## src/rhtt_pkg.sv

```systemverilog
// shared types, codes and sizing constants for the recycled handle triplet table
// used by every module of the block except rhtt_ram; no dependencies
package rhtt_pkg;

  localparam int MAX_ENTRIES_DEF   = 1024;
  localparam int MAX_PARTICLES_DEF = 65536;
  localparam int MAX_TYPES_DEF     = 16;
  localparam int QUEUE_DEPTH       = 2;

  localparam logic [2:0] OP_ADD    = 3'd0;
  localparam logic [2:0] OP_REMOVE = 3'd1;
  localparam logic [2:0] OP_GET    = 3'd2;
  localparam logic [2:0] OP_POS    = 3'd3;
  localparam logic [2:0] OP_CLEAR  = 3'd4;

  localparam logic [2:0] ST_OK       = 3'd0;
  localparam logic [2:0] ST_PARTICLE = 3'd1;
  localparam logic [2:0] ST_REPEAT   = 3'd2;
  localparam logic [2:0] ST_TYPE     = 3'd3;
  localparam logic [2:0] ST_NOHANDLE = 3'd4;
  localparam logic [2:0] ST_POSITION = 3'd5;
  localparam logic [2:0] ST_FULL     = 3'd6;

  localparam logic CFG_NUM_PARTICLES = 1'b0;
  localparam logic CFG_NUM_TYPES     = 1'b1;

  typedef enum logic [2:0] {
    CL_NOP,
    CL_ADD,
    CL_REJECT,
    CL_REMOVE,
    CL_GET,
    CL_POS,
    CL_CLEAR
  } cls_e;

  typedef struct packed {
    cls_e        cls;
    logic [2:0]  status;
    logic [15:0] pa;
    logic [15:0] pb;
    logic [15:0] pc;
    logic [3:0]  etype;
    logic [9:0]  handle;
    logic [9:0]  position;
  } cmd_t;

  typedef struct packed {
    logic [2:0]  status;
    logic [9:0]  handle_out;
    logic [15:0] member_a;
    logic [15:0] member_b;
    logic [15:0] member_c;
    logic [3:0]  type_out;
    logic [10:0] live_entries;
  } res_t;

endpackage

```

## src/rhtt_front.sv

```systemverilog
// front end: accepts transactions and classifies them, checking add requests
// depends on rhtt_pkg
module rhtt_front #(
  parameter int MAX_PARTICLES = rhtt_pkg::MAX_PARTICLES_DEF,
  parameter int MAX_TYPES     = rhtt_pkg::MAX_TYPES_DEF
) (
  input  logic             in_valid_i,
  output logic             in_stall_o,
  input  logic [2:0]       operation_i,
  input  logic [15:0]      particle_a_i,
  input  logic [15:0]      particle_b_i,
  input  logic [15:0]      particle_c_i,
  input  logic [3:0]       entry_type_i,
  input  logic [9:0]       handle_i,
  input  logic [9:0]       position_i,
  input  logic [16:0]      num_particles_i,
  input  logic [4:0]       num_types_i,
  input  logic             full_i,
  output logic             push_o,
  output rhtt_pkg::cmd_t   cmd_o
);

  localparam int PB = $clog2(MAX_PARTICLES + 1);
  localparam int PW = (PB > 17 ? PB : 17) + 1;
  localparam int TB = $clog2(MAX_TYPES + 1);
  localparam int TW = (TB > 5 ? TB : 5) + 1;

  logic p_bad, rep, t_bad;

  function automatic logic p_ok(input logic [15:0] p, input logic [16:0] np);
    p_ok = (PW'(p) < PW'(np)) && (PW'(p) < PW'(MAX_PARTICLES));
  endfunction

  always_comb begin
    p_bad = !p_ok(particle_a_i, num_particles_i) || !p_ok(particle_b_i, num_particles_i) ||
            !p_ok(particle_c_i, num_particles_i);
    rep   = (particle_a_i == particle_b_i) || (particle_a_i == particle_c_i) ||
            (particle_b_i == particle_c_i);
    t_bad = (TW'(entry_type_i) >= TW'(num_types_i)) || (TW'(entry_type_i) >= TW'(MAX_TYPES));

    cmd_o.status   = rhtt_pkg::ST_OK;
    cmd_o.pa       = particle_a_i;
    cmd_o.pb       = particle_b_i;
    cmd_o.pc       = particle_c_i;
    cmd_o.etype    = entry_type_i;
    cmd_o.handle   = handle_i;
    cmd_o.position = position_i;
    unique case (operation_i)
      rhtt_pkg::OP_ADD: begin
        if (p_bad) begin
          cmd_o.cls    = rhtt_pkg::CL_REJECT;
          cmd_o.status = rhtt_pkg::ST_PARTICLE;
        end else if (rep) begin
          cmd_o.cls    = rhtt_pkg::CL_REJECT;
          cmd_o.status = rhtt_pkg::ST_REPEAT;
        end else if (t_bad) begin
          cmd_o.cls    = rhtt_pkg::CL_REJECT;
          cmd_o.status = rhtt_pkg::ST_TYPE;
        end else begin
          cmd_o.cls = rhtt_pkg::CL_ADD;
        end
      end
      rhtt_pkg::OP_REMOVE: cmd_o.cls = rhtt_pkg::CL_REMOVE;
      rhtt_pkg::OP_GET:    cmd_o.cls = rhtt_pkg::CL_GET;
      rhtt_pkg::OP_POS:    cmd_o.cls = rhtt_pkg::CL_POS;
      rhtt_pkg::OP_CLEAR:  cmd_o.cls = rhtt_pkg::CL_CLEAR;
      default:             cmd_o.cls = rhtt_pkg::CL_NOP;
    endcase
  end

  assign in_stall_o = full_i;
  assign push_o     = in_valid_i && !full_i;

endmodule

```

## config.mk

```make
export PLATFORM = sky130hd
export DESIGN_NAME = rhtt_front
export DESIGN_NICKNAME = d
export VERILOG_FILES = /design/src/rhtt_pkg.sv /design/src/rhtt_front.sv
export SDC_FILE = /design/constraint.sdc
export NUM_CORES = 1
export LEC_CHECK = 0
export ABC_CLOCK_PERIOD_IN_PS = 5300
export BUFFER_PORTS_ARGS = -buffer_cell sky130_fd_sc_hd__buf_2
export CAP_MARGIN = 20
export CELL_PAD_IN_SITES_DETAIL_PLACEMENT = 2
export CELL_PAD_IN_SITES_GLOBAL_PLACEMENT = 2
export CORE_UTILIZATION = 22
export DETAILED_ROUTE_END_ITERATION = 16
export PLACE_DENSITY = 0.93
export RECOVER_POWER = 25
export SYNTH_ARGS = -nofsm -noshare
export SYNTH_HDL_FRONTEND = slang
export SYNTH_SLANG_ARGS = --single-unit
```

## constraint.sdc

```tcl
create_clock -name vclk -period 5.3
set_input_delay 0.53 -clock vclk [all_inputs]
set_output_delay 0.53 -clock vclk [all_outputs]
set_load 0.02 [all_outputs]
```

* Yosys cells after proc, flatten, opt, wreduce, memory -nomap -nowiden
Index checks and enable logic that the tools add are counted.
** Storage, ports and cells
- Bits in registers :: 0
- Logic and storage cells :: 27
- Input bits :: 99
** Cells by class
- Multiplexer cells :: 6
- Reduce and logical (&&, ||, !) cells :: 10
- Eq/ne operators :: 7
- Magnitude comparators :: 4
** Operator list (count)
- less-than comparator 16 x 17 -> 1 bit :: 3
- equality test 16 bit :: 3
- one-hot mux 3 bit (5 select lines) :: 1
- two-way mux 6 bit :: 2
- equality test 3 x 2 -> 1 bit, second input constant :: 2
- greater-or-equal comparator 4 x 5 -> 1 bit :: 1
- logical NOT 1 bit :: 4
- logical OR 1 bit :: 4
- two-way mux 2 bit :: 2
- equality test 3 x 1 -> 1 bit, second input constant :: 1
- equality test 3 bit, second input constant :: 1
- logical NOT 3 bit :: 1
- two-way mux 3 bit :: 1
- logical AND 1 bit :: 1

* Logic depth before layout (Yosys ltp)
- Depth after elaboration :: 6
- Depth in mapped cells :: 8
- Depth with buffers taken out :: 8

* Least setup slack after synthesis
OpenSTA, ideal clock, no wires.
- Kind :: input port to output port
- Start :: input port num_particles_i[11]
- End :: output port cmd_o[72] (netlist name)
- Arrival time :: 2942 ps
- Stages on the path :: 8
- Setup slack :: 1828 ps
- Path through :: inv_1 -> ha_1 -> and4_1 -> or4b_1 -> a21oi_1 -> a311o_1 -> nor4_4 -> a2111oi_0
** RTL lines
- start, declared :: RTL line rhtt_front.sv:16 : input logic [16:0] num_particles_i,
- end, declared :: RTL line rhtt_front.sv:20 : output rhtt_pkg::cmd_t cmd_o

==> impl_metrics.tcl <==
set metrics [dict create \
    core_um2 9950 \
    slowest_delay_ns 0.37 \
    initial_utilization_pct 23.1 \
    die_h_um 104 \
    placed_cells 487 \
    post_cts_buffers 0 \
    synth_area_leader_cell "ha_1" \
    fillCellCount 1200 \
    hpwl_um 7440 \
    critPathBufInv 2 \
    intPower_uw 103 \
    worstPathArrival_ns 2.76 \
    peakVddDrop_mv 0.0258 \
    die_x_um 104 \
    wl_per_cell_um 16.5 \
    die_area_um2 10800 \
    seq_cell_count 0 \
    drive_above_1_share_pct 40.1 \
    num_io_pins 179 \
    stdcell_count 487 \
    place.gp.congestion 0.822 \
    syn_inst 290 \
    grt_setup_unrepaired "no" \
    worstHoldStart "handle_i[0]" \
    cap_violations 0 \
    synth.distinct_cells 38 \
    overflow 0 \
    ff_latch_area_um2 0 \
    grt_max_degree 7 \
    nets 504 \
    final_cell_mix "buf_2, ha_1, xnor2_1" \
    first_global_vias 2517 \
    io_buffers 138 \
    power.density_nw_per_um2 94.9 \
    status "completed" \
    cp_data_required_time_ns 4.77 \
    hold_viol 0 \
    finalMaxSlewViolations 0 \
    clock_buffers 0 \
    grt_first_pass_wirelength_um 12600 \
    min-delay-path-class "in -> out" \
    dr.pass1.iters 4 \
    cp_common_cell "buf_2" \
    final_common_cell "buf_2" \
    yosys_warnings 0 \
    fin_tns_setup_ns 0 \
    fin_crit_ns 3.29 \
    netlist.area_leader.share_pct 26.7 \
    cts-resized-gates 0 \
    via_count 2247 \
    ys_seq_area_share_pct 0 \
    pwr-share-comb_pct 100.0 \
    endpoint_kind "output port" \
    grtUsageTotal_pct 14.4 \
    via_per_inst 4.61 \
    synth_area_leaders "ha_1, buf_4, xnor2_1" \
    routed_wl_um 8040 \
    setup_viol 0 \
    period_share_pct 62.1 \
    path_class "in -> out" \
    num_rows 36 \
    switching_share_pct 58.2 \
    synth_nets 438 \
    postSynthAreaPerCell_um2 7.91 \
    ant_nets 0 \
    crit_start "particle_b_i[14]" \
    cp_max_fo 4 \
    antenna_found_initial 0 \
    drc 0 \
    power_frac_seq_pct 0 \
    drt_iter0_drc 58 \
    antenna_cells 0 \
    pwr-share-clk_pct 0 \
    fmax_mhz 304 \
    slowest_stage "nor4_4" \
    ctsHoldBuffers 0 \
    syn_area_um2 2290 \
    syn_to_final_growth_pct 13.1 \
    p_leak_uw 0.00134 \
    startpoint_type "input pin" \
    p_switching_uw 143 \
    crit_chain "buf_2, ha_1, a21o_1, a2111oi_2, a21oi_1, a311o_1, nor4_4, and4bb_1, buf_2" \
    cp_top_family "compound AO/OA/AOI/OAI gates" \
]
[cell type report]
class	count	area [µm²]	share of cell area (%)
timing repair buffer	138	691	26.6
multi-input combinational	196	1660	64.1
inverter	20	75.1	2.89
tap	133	166	6.41
[logic make-up (layout without fill, tap and decap cells)]
logic type	Yosys count	count (layout)	share of synthesized area, %
multiplexers	1	1	0.491
other	1	1	0.163
AND/OR/NAND/NOR	57	57	14.9
XOR/XNOR	48	48	18.3
adder cells (fa/ha/maj)	49	49	26.7
buffers and inverters	94	158	27.5
AO/OA/AOI/OAI	40	40	11.9
[power by group through the flow]
stage                     Combinational, µW  Clock (µW)  Sequential, µW
after floorplan                         188           0               0
after global placement                  236           0               0
after detailed placement                249           0               0
after CTS                               250           0               0
after global routing                    272           0               0
final                                   246           0               0
[synthesized netlist by cell type, types with 2 or more instances]
master and n:
nand3_1 2, nand2b_1 3, ha_1 49, a21o_1 6, nor4_1 4, nand4b_1 2
nor2b_1 2, o21ai_0 5, nor3_1 3, a211oi_1 3, nand4_1 15, nand2_1 9
a21oi_1 14, xnor2_1 48, nor2_1 10, inv_1 20, buf_4 74
[through the flow]
stage	hold slack (ns)	setup WS [ns]	utilization (%)	instance area [µm²]	power [µW]
final	1.06	2.01	26.1	2600	246
after floorplan	1.14	1.83	-	2290	188
after global routing	1.06	1.86	26.1	2600	272
after CTS	1.06	1.99	26.1	2600	250
after detailed placement	1.06	1.99	26.1	2600	249
after global placement	1.06	2.02	26.1	2600	236
[layer usage]
layer | GRT usage [%] | share of wire [%] | up-vias | wire length (µm)
met5 | 0 | 0 | - | 0
met4 | 1.73 | 1.3 | 0 | 104
met3 | 0.940 | 4.3 | 14 | 342
met2 | 27.9 | 51 | 87 | 4100
met1 | 17.6 | 43 | 1069 | 3500
li1 | - | - | 1077 | -
[path summary, 6_finish.rpt]
check	end	slack, ns	cells after the start
max	cmd_o[73]	2.01	9
min	cmd_o[10]	1.06	0
(Power assumes the default switching activity.)
