==> src/rhtt_pkg.sv <==
// shared types, codes and sizing constants for the recycled handle triplet table
// used by every module of the block except rhtt_ram; no dependencies
package rhtt_pkg;

  localparam int MAX_ENTRIES_DEF   = 1024;
  localparam int MAX_PARTICLES_DEF = 65536;
  localparam int MAX_TYPES_DEF     = 16;
  localparam int QUEUE_DEPTH       = 2;

  localparam logic [2:0] OP_ADD    = 3'd0;
  localparam logic [2:0] OP_REMOVE = 3'd1;
  localparam logic [2:0] OP_GET    = 3'd2;
  localparam logic [2:0] OP_POS    = 3'd3;
  localparam logic [2:0] OP_CLEAR  = 3'd4;

  localparam logic [2:0] ST_OK       = 3'd0;
  localparam logic [2:0] ST_PARTICLE = 3'd1;
  localparam logic [2:0] ST_REPEAT   = 3'd2;
  localparam logic [2:0] ST_TYPE     = 3'd3;
  localparam logic [2:0] ST_NOHANDLE = 3'd4;
  localparam logic [2:0] ST_POSITION = 3'd5;
  localparam logic [2:0] ST_FULL     = 3'd6;

  localparam logic CFG_NUM_PARTICLES = 1'b0;
  localparam logic CFG_NUM_TYPES     = 1'b1;

  typedef enum logic [2:0] {
    CL_NOP,
    CL_ADD,
    CL_REJECT,
    CL_REMOVE,
    CL_GET,
    CL_POS,
    CL_CLEAR
  } cls_e;

  typedef struct packed {
    cls_e        cls;
    logic [2:0]  status;
    logic [15:0] pa;
    logic [15:0] pb;
    logic [15:0] pc;
    logic [3:0]  etype;
    logic [9:0]  handle;
    logic [9:0]  position;
  } cmd_t;

  typedef struct packed {
    logic [2:0]  status;
    logic [9:0]  handle_out;
    logic [15:0] member_a;
    logic [15:0] member_b;
    logic [15:0] member_c;
    logic [3:0]  type_out;
    logic [10:0] live_entries;
  } res_t;

endpackage

==> src/rhtt_queue.sv <==
// short command queue between the front end and the back end
// depends on rhtt_pkg
module rhtt_queue (
  input  logic           clk_i,
  input  logic           rst_ni,
  input  logic           push_i,
  input  rhtt_pkg::cmd_t cmd_i,
  output logic           full_o,
  input  logic           pop_i,
  output logic           empty_o,
  output rhtt_pkg::cmd_t cmd_o
);

  localparam int QD = rhtt_pkg::QUEUE_DEPTH;
  localparam int PW = (QD > 1) ? $clog2(QD) : 1;
  localparam int CW = $clog2(QD + 1);

  rhtt_pkg::cmd_t  slots_q [QD];
  logic [PW-1:0]   wr_q, wr_d, rd_q, rd_d;
  logic [CW-1:0]   cnt_q, cnt_d;

  assign full_o  = (cnt_q == CW'(QD));
  assign empty_o = (cnt_q == '0);
  assign cmd_o   = slots_q[rd_q];

  always_comb begin
    wr_d  = wr_q;
    rd_d  = rd_q;
    cnt_d = cnt_q;
    if (push_i) begin
      wr_d = (wr_q == PW'(QD - 1)) ? '0 : wr_q + PW'(1);
    end
    if (pop_i) begin
      rd_d = (rd_q == PW'(QD - 1)) ? '0 : rd_q + PW'(1);
    end
    if (push_i && !pop_i) begin
      cnt_d = cnt_q + CW'(1);
    end else if (pop_i && !push_i) begin
      cnt_d = cnt_q - CW'(1);
    end
  end

  always_ff @(posedge clk_i or negedge rst_ni) begin
    if (!rst_ni) begin
      wr_q  <= '0;
      rd_q  <= '0;
      cnt_q <= '0;
    end else begin
      wr_q  <= wr_d;
      rd_q  <= rd_d;
      cnt_q <= cnt_d;
    end
  end

  always_ff @(posedge clk_i) begin
    if (push_i) begin
      slots_q[wr_q] <= cmd_i;
    end
  end

endmodule

==> config.mk <==
export PLATFORM = sky130hd
export DESIGN_NAME = rhtt_queue
export DESIGN_NICKNAME = d
export VERILOG_FILES = /design/src/rhtt_pkg.sv /design/src/rhtt_queue.sv
export SDC_FILE = /design/constraint.sdc
export NUM_CORES = 1
export LEC_CHECK = 0
export BUFFER_PORTS_ARGS = -buffer_cell sky130_fd_sc_hd__buf_2
export CELL_PAD_IN_SITES_DETAIL_PLACEMENT = 0
export CELL_PAD_IN_SITES_GLOBAL_PLACEMENT = 1
export CORE_AREA = 2 2 113 115
export CTS_BUF_LIST = sky130_fd_sc_hd__clkbuf_4
export CTS_CLUSTER_SIZE = 14
export DETAILED_ROUTE_END_ITERATION = 16
export DIE_AREA = 0 0 115 117
export MAX_ROUTING_LAYER = met4
export PLACE_DENSITY_LB_ADDON = 0.08
export SLEW_MARGIN = 20
export SYNTH_ARGS = -nofsm -noshare
export SYNTH_HDL_FRONTEND = slang
export SYNTH_SLANG_ARGS = --single-unit
==> constraint.sdc <==
create_clock -name clk_i -period 10.1 [get_ports clk_i]
set_input_delay 0 -clock clk_i [delete_from_list [all_inputs] [get_ports clk_i]]
set_output_delay 0 -clock clk_i [all_outputs]
set_load 0.005 [all_outputs]
Word-level counts from Yosys, hierarchy flattened
Memory sizes are Yosys's and may differ from the RTL's.
Cells that the tools add are included.
{"block": "totals", "register_bits": 4, "ram_bits": 156, "out_inout_bits": 80, "elab_cells": 21, "n_memories": 1}
{"memory": "slots_q", "words": 2, "word_bits": 78, "read_ports": 1, "rd_ports_with_merged_regs": 0, "wr": 1, "line_no": "rhtt_queue.sv:18", "source": "rhtt_pkg::cmd_t slots_q [QD];"}
{"block": "classes", "addsub": 4, "n_eq_ne": 1, "muxes": 6, "n_reduce_logical": 6}
{"operator": "1-bit 2-to-1 mux", "count": 4}
{"operator": "2-bit 2-to-1 mux", "count": 2}
{"operator": "1-bit adder, second input constant", "count": 2}
{"operator": "2-bit by 1-bit adder with 2-bit output, second input constant", "count": 1}
{"operator": "2-bit equality test, second input constant", "count": 1}
{"operator": "1-bit logical AND", "count": 2}
{"operator": "1-bit zero test", "count": 2}
{"operator": "2-bit zero test", "count": 1}
{"operator": "2-bit nonzero test", "count": 1}
{"operator": "2-bit by 1-bit subtractor with 2-bit output, second input constant", "count": 1}

Longest topological paths before layout
Gate-level depths: netlist (run 1).
{"block": "depth", "ltp_word": 4, "depth_mapped": 5, "depth_no_buf": 5}

Worst setup path after synthesis (run 1)
No wires, ideal clock.
{"block": "synth_timing", "path_kind": "reg2reg", "startpoint": "register wr_q", "endpoint": "memory slots_q[0][0] (netlist name), enable pin", "arrival_ps": 3862, "required_time_ps": 9576, "setup_slack_ps": 5714, "stages_incl_launch_ff": 2, "period_less_slack_ps": 4386, "cell_sequence": "dfrtp_1 -> nor2b_1"}
{"element": "start: declaration", "line_no": "rhtt_queue.sv:19", "source": "logic [PW-1:0] wr_q, wr_d, rd_q, rd_d;"}
{"element": "start signal: assignment", "line_no": "rhtt_queue.sv:49", "source": "wr_q <= wr_d;"}
{"element": "end: declaration", "line_no": "rhtt_queue.sv:18"}
No word-level cell before the write port.

==> results.cfg, run 1 <==
[sta]
max_slew.worst_pin.slew_ns = 0.5923
final_critical_path_setup_slack_ns = 7.940
fin_skew_ns = 0.01204
post-route-min-period_ns = 2.160
worst_slew_margin_relative_to_its_limit_pct = 60.51
fin_crit_sh_pct = 21.38
hold_violation_count_in_the_final_report = 0
slew_violations = 0
fin_hold_ws_ns = 0.1724
achievable-frequency_ghz = 0.4630
grt_setup_unrepaired = no
setup_viol = 0
setup_tns_ns = 0

[power]
power.ir.vdd_worst_v = 0.0001347
cell_internal_pwr_mw = 1.308
switching_share_pct = 26.91
portion_of_total_power_attributed_to_the_clock_network_pct = 18.1
cell_pwr_density_nw_per_um2 = 225.7
p_comb_share_pct = 29.5
leakagePower_nw = 3.058
pwr-share-seq_pct = 52.4
netSwitchingPower_mw = 0.4815

[flow_run]
max_cap_viol_count = 0

[drt]
wl_per_cell_um = 15.16
drc_errors = 0
vias_per_cell = 4.719
totalWireLength_um = 10290
vias = 3204
dr.pass1.iters = 4
antenna_left = 0
drt_first_iter_violations = 149

[global_routing]
grt_antenna_before_repair = 0
globalRouteTotalUtil_pct = 16.16
first_global_vias = 3294
grt-ovfl-total = 0
wire_length_of_the_first_global_routing_pass_um = 15330
grt_max_degree = 80

[placed_design]
place_inst = 562
place_worst_setup_slack_ns = 7.750
dp_hpwl_um = 6050
detailed_place.area_um2 = 6802
place.gp.congestion = 0.7106
numPortBuffers = 161

[setup_path]
endpoint_kind = output port
critical_path_arrival_ns = 2.16
reg2reg_depth = 3
worst_setup_path_start_kind = register
critPathRequiredTime_ns = 10.10
criticalPathCategory = register to output port
timing.critical_path.fanout_max = 51

[die]
core_area_um2 = 12310
top_level_ports = 162
die_h_um = 117
starting_utilization_of_the_core_area_pct = 47.52
die_area_um2 = 13460
die_w_um = 115
placement_rows = 41

[clock_network]
tritoncts = yes
clock_latency_ns = 0.52
path_clk_slew_ns = 0.13
htree_levels = 4
clock-root-buffer = sky130_fd_sc_hd__clkbuf_4
cts_repair_resize_count = 0
tritoncts.num_buffers = 17
ctsLongestPathBuffers = 2
clock_sink_count = 160

[yosys]
yosys_warnings = 0
synth_top_cells_by_area = sky130_fd_sc_hd__edfxtp_1 (80%), sky130_fd_sc_hd__mux2_2 (13%), sky130_fd_sc_hd__mux2_4 (2.6%)
post_synth_inst_count = 259
ys_seq_elements = 160
yosysTopAreaCell = sky130_fd_sc_hd__edfxtp_1
synth-seq-area-share_pct = 81.78
syn-cell-area_um2 = 5851
netlist.area_leader.share_pct = 80.07
synth.lib_cells_used.distinct = 13
syn_avg_cell_area_um2 = 22.59
postSynthNetCount = 342

[finish]
n_antenna_cell = 0
final_design_area_no_fill_um2 = 7926
layoutNonFillerInstCount = 679
mostFrequentLayoutCells = sky130_fd_sc_hd__buf_2 (161), sky130_fd_sc_hd__edfxtp_1 (156), sky130_fd_sc_hd__dlygate4sd3_1 (82)
final_common_cell = sky130_fd_sc_hd__buf_2
syn_to_final_growth_pct = 35.48
number_of_nets_in_the_layout = 599
final_layout_size_suffix_gt1_share_pct = 51.61

[min_path]
hold_depth = 3
min_path_type = primary input to register

[run_status]
outcome = finished clean
## metrics by stage
| step | utilization, % | power [mW] |
|---|---|---|
| 5_1_grt | 64.38 | 1.894 |
| 3_5_place_dp | 55.24 | 1.454 |
| 3_3_place_gp | 55.24 | 1.448 |
| 2_1_floorplan | - | 1.258 |
| 6_report | 64.38 | 1.789 |
| 4_1_cts | 63.83 | 1.805 |
## path summary, 6_finish.rpt
check	from	to	slack [ns]
setup / recovery	rd_q	cmd_o[69]	7.94
hold / removal	pop_i	rd_q	0.17
setup reg to reg	wr_q	slots_q[0][32]	8.16
hold reg to reg	cnt_q[1]	cnt_q[1]	0.50
max in group asynchronous	rst_ni	rd_q	9.55
min in group asynchronous	rst_ni	rd_q	0.36
## power by group through the flow
stage,clock [mW],sequential [mW],combinational [mW]
after floorplan,0,0.929,0.329
after global placement,0,0.991,0.457
after detailed placement,0,0.998,0.456
after CTS,0.340,0.982,0.483
after global routing,0.363,0.952,0.579
final,0.324,0.938,0.528
## Yosys cell counts (all sizes together)
cell,count
buf,9
ha,1
xnor2,1
inv,1
xor2,4
and2,1
nor2b,2
nor2,2
mux2,78
dfrtp,4
edfxtp,156
## registers in the layout, indices dropped and copies added (netlist names)
register  flops
cnt_q         2
rd_q          1
slots_q     156
wr_q          1
## worst max-delay path, stage by stage, from the launching register on
cell and delay (ns):
sky130_fd_sc_hd__dfrtp_4 0.77, sky130_fd_sc_hd__buf_16 0.33, sky130_fd_sc_hd__mux2_2 0.38, sky130_fd_sc_hd__buf_2 0.13
## logic make-up after synthesis
| group | Yosys count | synth area share [%] |
|---|---|---|
| adders and majority gates | 1 | 0.2138 |
| muxes | 78 | 15.65 |
| DFF | 160 | 81.78 |
| buffers and inverters | 10 | 1.155 |
| xor gates and xnor gates | 5 | 0.7485 |
| and+or+nand+nor | 5 | 0.4492 |
## per-layer routing
metal	share of wire, %	global-route usage [%]	vias to the layer above	wire (um)
li1	-	-	1547	-
met1	41	17.39	1551	4190
met2	52	27.25	95	5375
met3	5.6	5.355	11	575
met4	1.5	7.470	0	151
met5	0	-	-	0
## repair_timing
| action | 4_1_cts | 5_1_grt |
|---|---|---|
| hold buffers | 82 | 0 |
| setup buffers | 0 | 0 |
| hold endpoints to repair | 164 | 0 |
## area by class of cell
| class | instances | area [um^2] |
|---|---|---|
| flip-flops and latches | 160 | 4788 |
| fillers | 894 | 4385 |
| repair buffers | 247 | 1702 |
| multi-input cells | 89 | 1008 |
| well taps | 150 | 187.7 |
| clock buffers | 22 | 165.2 |
| clock inverters | 10 | 71.32 |
| inverters | 1 | 3.754 |
(Power assumes the default switching activity.)
==> run 2, diff against run 1 <==
--- a/config.mk
+++ b/config.mk
@@ -8,11 +8,11 @@
 export BUFFER_PORTS_ARGS = -buffer_cell sky130_fd_sc_hd__buf_2
 export CELL_PAD_IN_SITES_DETAIL_PLACEMENT = 0
 export CELL_PAD_IN_SITES_GLOBAL_PLACEMENT = 1
-export CORE_AREA = 2 2 113 115
+export CORE_AREA = 2 2 116 118
 export CTS_BUF_LIST = sky130_fd_sc_hd__clkbuf_4
 export CTS_CLUSTER_SIZE = 14
 export DETAILED_ROUTE_END_ITERATION = 16
-export DIE_AREA = 0 0 115 117
+export DIE_AREA = 0 0 118 120
 export MAX_ROUTING_LAYER = met4
 export PLACE_DENSITY_LB_ADDON = 0.08
 export SLEW_MARGIN = 20
==> constraint.sdc (replaced) <==
create_clock -name clk_i -period 2.1 [get_ports clk_i]
set_input_delay 0 -clock clk_i [delete_from_list [all_inputs] [get_ports clk_i]]
set_output_delay 0 -clock clk_i [all_outputs]
set_load 0.005 [all_outputs]
==> run 2 against run 1 <==
Against the previous run:
- largest cell class unchanged
- sequential cell count unchanged
- total power rose to 5.2 times the previous value
- combinational power grew to 5.2 times the previous value
- worst hold slack lost 0.0077 ns
- non-clock buffer count rose by 4
- core utilization shrank 1.8 points
- sequential power increased to 4.7 times the previous value
- routed wire length up 6.9%
- setup slack worse by 7.8 ns
- highest routed layer unchanged
==> results.cfg, run 2 (synthesis gave the netlist of run 1 again) <==
[drt]
wl_per_cell_um = 15.50
drt_first_iter_violations = 163
dr.pass1.iters = 4
totalWireLength_um = 11000
vias_per_cell = 4.651
drc_errors = 0
vias = 3302
antenna_left = 0

[die]
top_level_ports = 162
die_h_um = 120
die_area_um2 = 14160
die_w_um = 118
placement_rows = 42
starting_utilization_of_the_core_area_pct = 45.07
core_area_um2 = 12980

[sta]
slew_violations = 0
setup_tns_ns = 0
worst_slew_margin_relative_to_its_limit_pct = 81.82
max_slew.worst_pin.slew_ns = 0.2727
setup_viol = 0
achievable-frequency_ghz = 0.5137
hold_violation_count_in_the_final_report = 0
post-route-min-period_ns = 1.947
grt_setup_unrepaired = no
fin_crit_sh_pct = 92.70
fin_skew_ns = 0.01142

[global_routing]
grt_max_degree = 40
grt_antenna_before_repair = 1
first_global_vias = 3494
wire_length_of_the_first_global_routing_pass_um = 17110
globalRouteTotalUtil_pct = 16.77
grt-ovfl-total = 0

[flow_run]
max_cap_viol_count = 0

[setup_path]
crit_path_max_incr_delay_ns = 0.61
timing.critical_path.fanout_max = 15
ff_to_ff_setup_slack_ns = 0.75
worst_setup_path_start_kind = register
worstSetupEndpoint = cmd_o[21]
r2r-start = wr_q
regToRegEndpoint = slots_q[1][27]
criticalPathCategory = register to output port
reg2reg_depth = 2
cp-startpoint = rd_q
critPathRequiredTime_ns = 2.10
critPathSlowestCell = sky130_fd_sc_hd__dfrtp_4
crit_chain = buf_4 > mux2_2 > buf_2
endpoint_kind = output port
critical_path_arrival_ns = 1.95

[clock_network]
path_clk_slew_ns = 0.12
cts_repair_resize_count = 0
clock_latency_ns = 0.54
clock-root-buffer = sky130_fd_sc_hd__clkbuf_4
ctsLongestPathBuffers = 2
htree_levels = 4
tritoncts = yes
clock_sink_count = 160
tritoncts.num_buffers = 17

[finish]
flip_flop_count_of_the_largest_register_after_layout = 156
layoutNonFillerInstCount = 710
syn_to_final_growth_pct = 38.79
num-fill-cells = 1025
register_cell_area_after_layout_um2 = 4788
final_layout_size_suffix_gt1_share_pct = 52.53
mostFrequentLayoutCells = sky130_fd_sc_hd__buf_2 (161), sky130_fd_sc_hd__edfxtp_1 (156), sky130_fd_sc_hd__dlygate4sd3_1 (82)
final_common_cell = sky130_fd_sc_hd__buf_2
final_design_area_no_fill_um2 = 8120
multi_input_logic_area_um2 = 1008
number_of_nets_in_the_layout = 603
regMostFlops = slots_q
biggestRegsByFlops = slots_q: 156 flops, cnt_q: 2 flops

[min_path]
min_path_type = primary input to register

[placed_design]
detailed_place.area_um2 = 6942
place_inst = 594
numPortBuffers = 161
dp_hpwl_um = 6642
place.gp.congestion = 0.6673

[power]
pwr-share-seq_pct = 48.1
power.ir.vdd_worst_v = 0.0005754
switching_share_pct = 26.21
design_power_total_mw = 9.243
netSwitchingPower_mw = 2.422
portion_of_total_power_attributed_to_the_clock_network_pct = 22.3
leakagePower_nw = 3.123
p_comb_share_pct = 29.6
cell_pwr_density_nw_per_um2 = 1138
cell_internal_pwr_mw = 6.821

[run_status]
outcome = finished clean
-- run 2: cell count changes in the layout (fill, tap and decap cells not counted), sizes merged --
cell,previous run,this run
clkinv,8,4
clkbuf,22,20
diode,0,1
buf,165,169
bufinv,1,5
clkinvlp,1,3
-- run 2: area by class of cell --
| type | count | area share (%) |
|---|---|---|
| Antenna cell | 1 | 0.03082 |
| Clock buffer | 20 | 1.849 |
| Clock inverter | 12 | 2.342 |
| Inverter | 1 | 0.04622 |
| Multi-Input combinational cell | 89 | 12.42 |
| Sequential cell | 160 | 58.97 |
| Tap cell | 176 | 2.712 |
| Timing Repair Buffer | 251 | 21.63 |
-- run 2: layer usage --
metal | up-vias | part of all wire, % | GRT usage (%)
met1 | 1626 | 41 | 18.13
met5 | - | 0 | -
met3 | 23 | 5.1 | 5.276
met4 | 0 | 2.2 | 8.133
met2 | 103 | 52 | 28.20
li1 | 1550 | - | -
-- run 2: how the worst min path moves through the flow --
| stage | startpoint | end | slack [ns] | cells after the start |
|---|---|---|---|---|
| finish | cmd_i[51] | slots_q[0][51] | 0.16 | 2 |
| floorplan | rst_ni | cnt_q[0] | -0.30 | 0 |
| detailed placement | rst_ni | cnt_q[1] | -0.19 | 1 |
| global placement | rst_ni | cnt_q[1] | -0.19 | 1 |
| global route | cmd_i[62] | slots_q[1][62] | 0.11 | 2 |
| CTS | cmd_i[30] | slots_q[0][30] | 0.11 | 2 |
-- run 2: power groups by stage --
| stage | combinational, mW | clock [mW] | sequential, mW |
|---|---|---|---|
| after floorplan | 1.59 | 0 | 4.42 |
| after global placement | 2.56 | 0 | 4.54 |
| after detailed placement | 2.57 | 0 | 4.58 |
| after CTS | 2.80 | 2.14 | 4.45 |
| after global routing | 2.97 | 2.25 | 4.51 |
| final | 2.73 | 2.06 | 4.45 |
-- run 2: metrics by stage --
stage	hold WS [ns]	util (%)	worst slack, ns
after CTS	0.1068	62.54	0.07963
after global routing	0.1099	62.56	0.02159
final	0.1647	62.56	0.1533
after floorplan	-0.2956	-	0.09568
after detailed placement	-0.1856	53.48	0.5708
after global placement	-0.1888	53.48	0.6042
-- run 2: what timing repair did --
item	CTS	global route
hold buffers	82	0
setup buffers	1	0
endpoints found under the hold margin	180	0
setup endpoints to repair	55	0
-- run 2: worst max-delay path, delay by kind of cell, from the launching register on --
kind / cells / cell delay [ns]
flops: 1 / 0.61
buf+inv: 2 / 0.42
mux: 1 / 0.37
==> run 3, diff against run 2 <==
--- a/config.mk
+++ b/config.mk
@@ -5,14 +5,15 @@
 export SDC_FILE = /design/constraint.sdc
 export NUM_CORES = 1
 export LEC_CHECK = 0
+export ABC_AREA = 1
 export BUFFER_PORTS_ARGS = -buffer_cell sky130_fd_sc_hd__buf_2
 export CELL_PAD_IN_SITES_DETAIL_PLACEMENT = 0
 export CELL_PAD_IN_SITES_GLOBAL_PLACEMENT = 1
-export CORE_AREA = 2 2 116 118
-export CTS_BUF_LIST = sky130_fd_sc_hd__clkbuf_4
+export CORE_AREA = 2 2 119 121
+export CTS_BUF_LIST = sky130_fd_sc_hd__clkbuf_16
 export CTS_CLUSTER_SIZE = 14
 export DETAILED_ROUTE_END_ITERATION = 16
-export DIE_AREA = 0 0 118 120
+export DIE_AREA = 0 0 121 123
 export MAX_ROUTING_LAYER = met4
 export PLACE_DENSITY_LB_ADDON = 0.08
 export SLEW_MARGIN = 20
==> run 3 against run 2 <==
Against the previous run:
- sequential power increased by 1%
- clock skew decreased by 0.0075 ns
- fmax increased by 3.1%
- non-clock buffer count decreased by 2
- sequential cell count unchanged
- final cell count increased by 1.3%
- critical path type unchanged
==> results.cfg, run 3 <==
[die]
placement_rows = 43
die_w_um = 121
top_level_ports = 162
die_area_um2 = 14880
die_h_um = 123
core_area_um2 = 13610
starting_utilization_of_the_core_area_pct = 43.13

[clock_network]
ctsLongestPathBuffers = 2
htree_levels = 4
clock_latency_ns = 0.41
tritoncts.num_buffers = 17
clock-root-buffer = sky130_fd_sc_hd__clkbuf_16
tritoncts = yes
clock_sink_count = 160
path_clk_slew_ns = 0.06
cts_post_setup_buffers_inserted = 0

[drt]
dr.pass1.iters = 4
totalWireLength_um = 10830
wl_per_cell_um = 15.06
vias = 3250
antenna_left = 0
vias_per_cell = 4.520
drt_first_iter_violations = 110
drc_errors = 0

[power]
pwr-share-seq_pct = 45.0
netSwitchingPower_mw = 2.496
leakagePower_nw = 3.238
portion_of_total_power_attributed_to_the_clock_network_pct = 29.0
power.ir.vdd_worst_v = 0.0006030
design_power_total_mw = 9.991
p_comb_share_pct = 26.0
cell_internal_pwr_mw = 7.494
switching_share_pct = 24.99
cell_pwr_density_nw_per_um2 = 1201

[yosys]
synth_commonest_cells = sky130_fd_sc_hd__edfxtp_1 (156), sky130_fd_sc_hd__mux2_2 (68), sky130_fd_sc_hd__mux2_4 (10), sky130_fd_sc_hd__inv_1 (7), sky130_fd_sc_hd__buf_2 (6)
async_reset_ff_share_pct = 2.500
synth_edf_count = 156
synth.lib_cells_used.distinct = 14
yosysTopAreaCell = sky130_fd_sc_hd__edfxtp_1
postSynthNetCount = 351
synth-seq-area-share_pct = 81.50
synth_top_cells_by_area = sky130_fd_sc_hd__edfxtp_1 (80%), sky130_fd_sc_hd__mux2_2 (13%), sky130_fd_sc_hd__mux2_4 (2.6%)
post_synth_inst_count = 268
syn-cell-area_um2 = 5871
syn_avg_cell_area_um2 = 21.91
yosys_warnings = 0
ys_seq_elements = 160
most_common_cell_in_the_synthesized_netlist = sky130_fd_sc_hd__edfxtp_1
netlist.area_leader.share_pct = 79.80
synth_flop_cell = sky130_fd_sc_hd__edfxtp_1

[setup_path]
worst_setup_path_start_kind = register
kind_of_cell_adding_the_most_delay_to_the_critical_path = flip-flops
endpoint_kind = output port
critPathRequiredTime_ns = 2.10
critPathSlowestCell = sky130_fd_sc_hd__dfrtp_4
critical_path.n_buffers_inverters = 2
critical_path_arrival_ns = 1.89
crit_chain = buf_4 > mux2_2 > buf_2
criticalPathCategory = register to output port
timing.critical_path.fanout_max = 25
crit_path_max_incr_delay_ns = 0.67

[sta]
fin_skew_ns = 0.003914
slew_violations = 0
setup_viol = 0
max_slew.worst_pin.slew_ns = 0.4559
fin_crit_sh_pct = 89.92
achievable-frequency_ghz = 0.5296
worst_slew_margin_relative_to_its_limit_pct = 69.61
post-route-min-period_ns = 1.888
grt_setup_unrepaired = no
setup_tns_ns = 0
hold_violation_count_in_the_final_report = 0

[finish]
number_of_nets_in_the_layout = 610
biggestRegsByFlops = slots_q: 156 flops, cnt_q: 2 flops
mostFrequentLayoutCells = sky130_fd_sc_hd__buf_2 (161), sky130_fd_sc_hd__edfxtp_1 (156), sky130_fd_sc_hd__dlygate4sd3_1 (82)
n_antenna_cell = 0
register_cell_area_after_layout_um2 = 4788
final_layout_size_suffix_gt1_share_pct = 50.09
final_common_cell = sky130_fd_sc_hd__buf_2
multi_input_logic_area_um2 = 1003
regMostFlops = slots_q
num-fill-cells = 1045
syn_to_final_growth_pct = 41.65
flip_flop_count_of_the_largest_register_after_layout = 156

[global_routing]
first_global_vias = 3350
wire_length_of_the_first_global_routing_pass_um = 16140
grt_antenna_before_repair = 0
grt-ovfl-total = 0
grt_max_degree = 79
globalRouteTotalUtil_pct = 15.13

[min_path]
min_path_type = primary input to register

[flow_run]
max_cap_viol_count = 0

[run_status]
outcome = finished clean

[placed_design]
dp_hpwl_um = 6544
place.gp.congestion = 0.6968
numPortBuffers = 161
-- run 3: changes by cell type after synthesis, sizes merged --
cell,previous run,this run
inv,1,7
nand2,0,5
nor2b,2,0
xor2,4,2
and2,1,0
nand3,0,1
nand4,0,1
nor2,2,3
-- run 3: cell type report --
type	count	area share (%)
sequential	160	57.58
timing repair buffer	249	20.55
multi-input combinational	92	12.07
clock buffer	17	5.116
tap	180	2.708
clock inverter	14	1.610
inverter	7	0.3611
-- run 3: cells by family (layout without fill, tap and decap cells) --
logic type	count (synthesis)	count (layout)	share of synthesized area [%]
simple gates	10	10	0.7033
buf+inv	16	287	1.535
flops	160	160	81.50
fa+ha+maj	1	1	0.2131
mux	78	78	15.60
xor+xnor	3	3	0.4477
-- run 3: power groups by stage --
stage	sequential, mW	clock, mW	combinational (mW)
after floorplan	4.43	0	1.60
after global placement	4.55	0	2.53
after detailed placement	4.58	0	2.53
after CTS	4.51	2.98	2.67
after global routing	4.57	3.10	2.84
final	4.50	2.89	2.60
-- run 3: what timing repair did --
action                                 in CTS  in global routing
endpoints found under the hold margin     163                  0
gates resized for setup                     0                  0
hold buffers                               82                  0
-- run 3: path summary, 6_finish.rpt --
path                                   to  cells after the start       from  slack [ns]
min reg2reg                      cnt_q[1]                      2   cnt_q[1]        0.51
max in group asynchronous            rd_q                      3     rst_ni        1.40
max                              cmd_o[0]                      3       rd_q        0.21
min in group asynchronous            rd_q                      3     rst_ni        0.50
min                        slots_q[1][21]                      2  cmd_i[21]        0.31
max reg2reg                 slots_q[1][3]                      3       wr_q        0.74
-- run 3: metal layers --
layer | global-route usage [%] | up-vias | share of wire [%]
li1 | - | 1565 | -
met1 | 16.37 | 1573 | 42
met2 | 25.84 | 99 | 52
met3 | 4.382 | 13 | 5.1
met4 | 6.977 | 0 | 1.5
met5 | - | - | 0
-- run 3: metrics by stage --
| stage | util [%] | worst slack [ns] | instance area (um^2) | instances | hold WS (ns) |
|---|---|---|---|---|---|
| after CTS | 61.09 | 0.1705 | 8315 | 719 | 0.2850 |
| after floorplan | - | 0.05888 | 5882 | 268 | -0.2956 |
| final | 61.09 | 0.2117 | 8315 | 719 | 0.3102 |
| after global placement | 50.95 | 0.6303 | 6935 | 606 | -0.1859 |
| after global routing | 61.09 | 0.1024 | 8315 | 719 | 0.3030 |
| after detailed placement | 50.95 | 0.6195 | 6935 | 606 | -0.1837 |
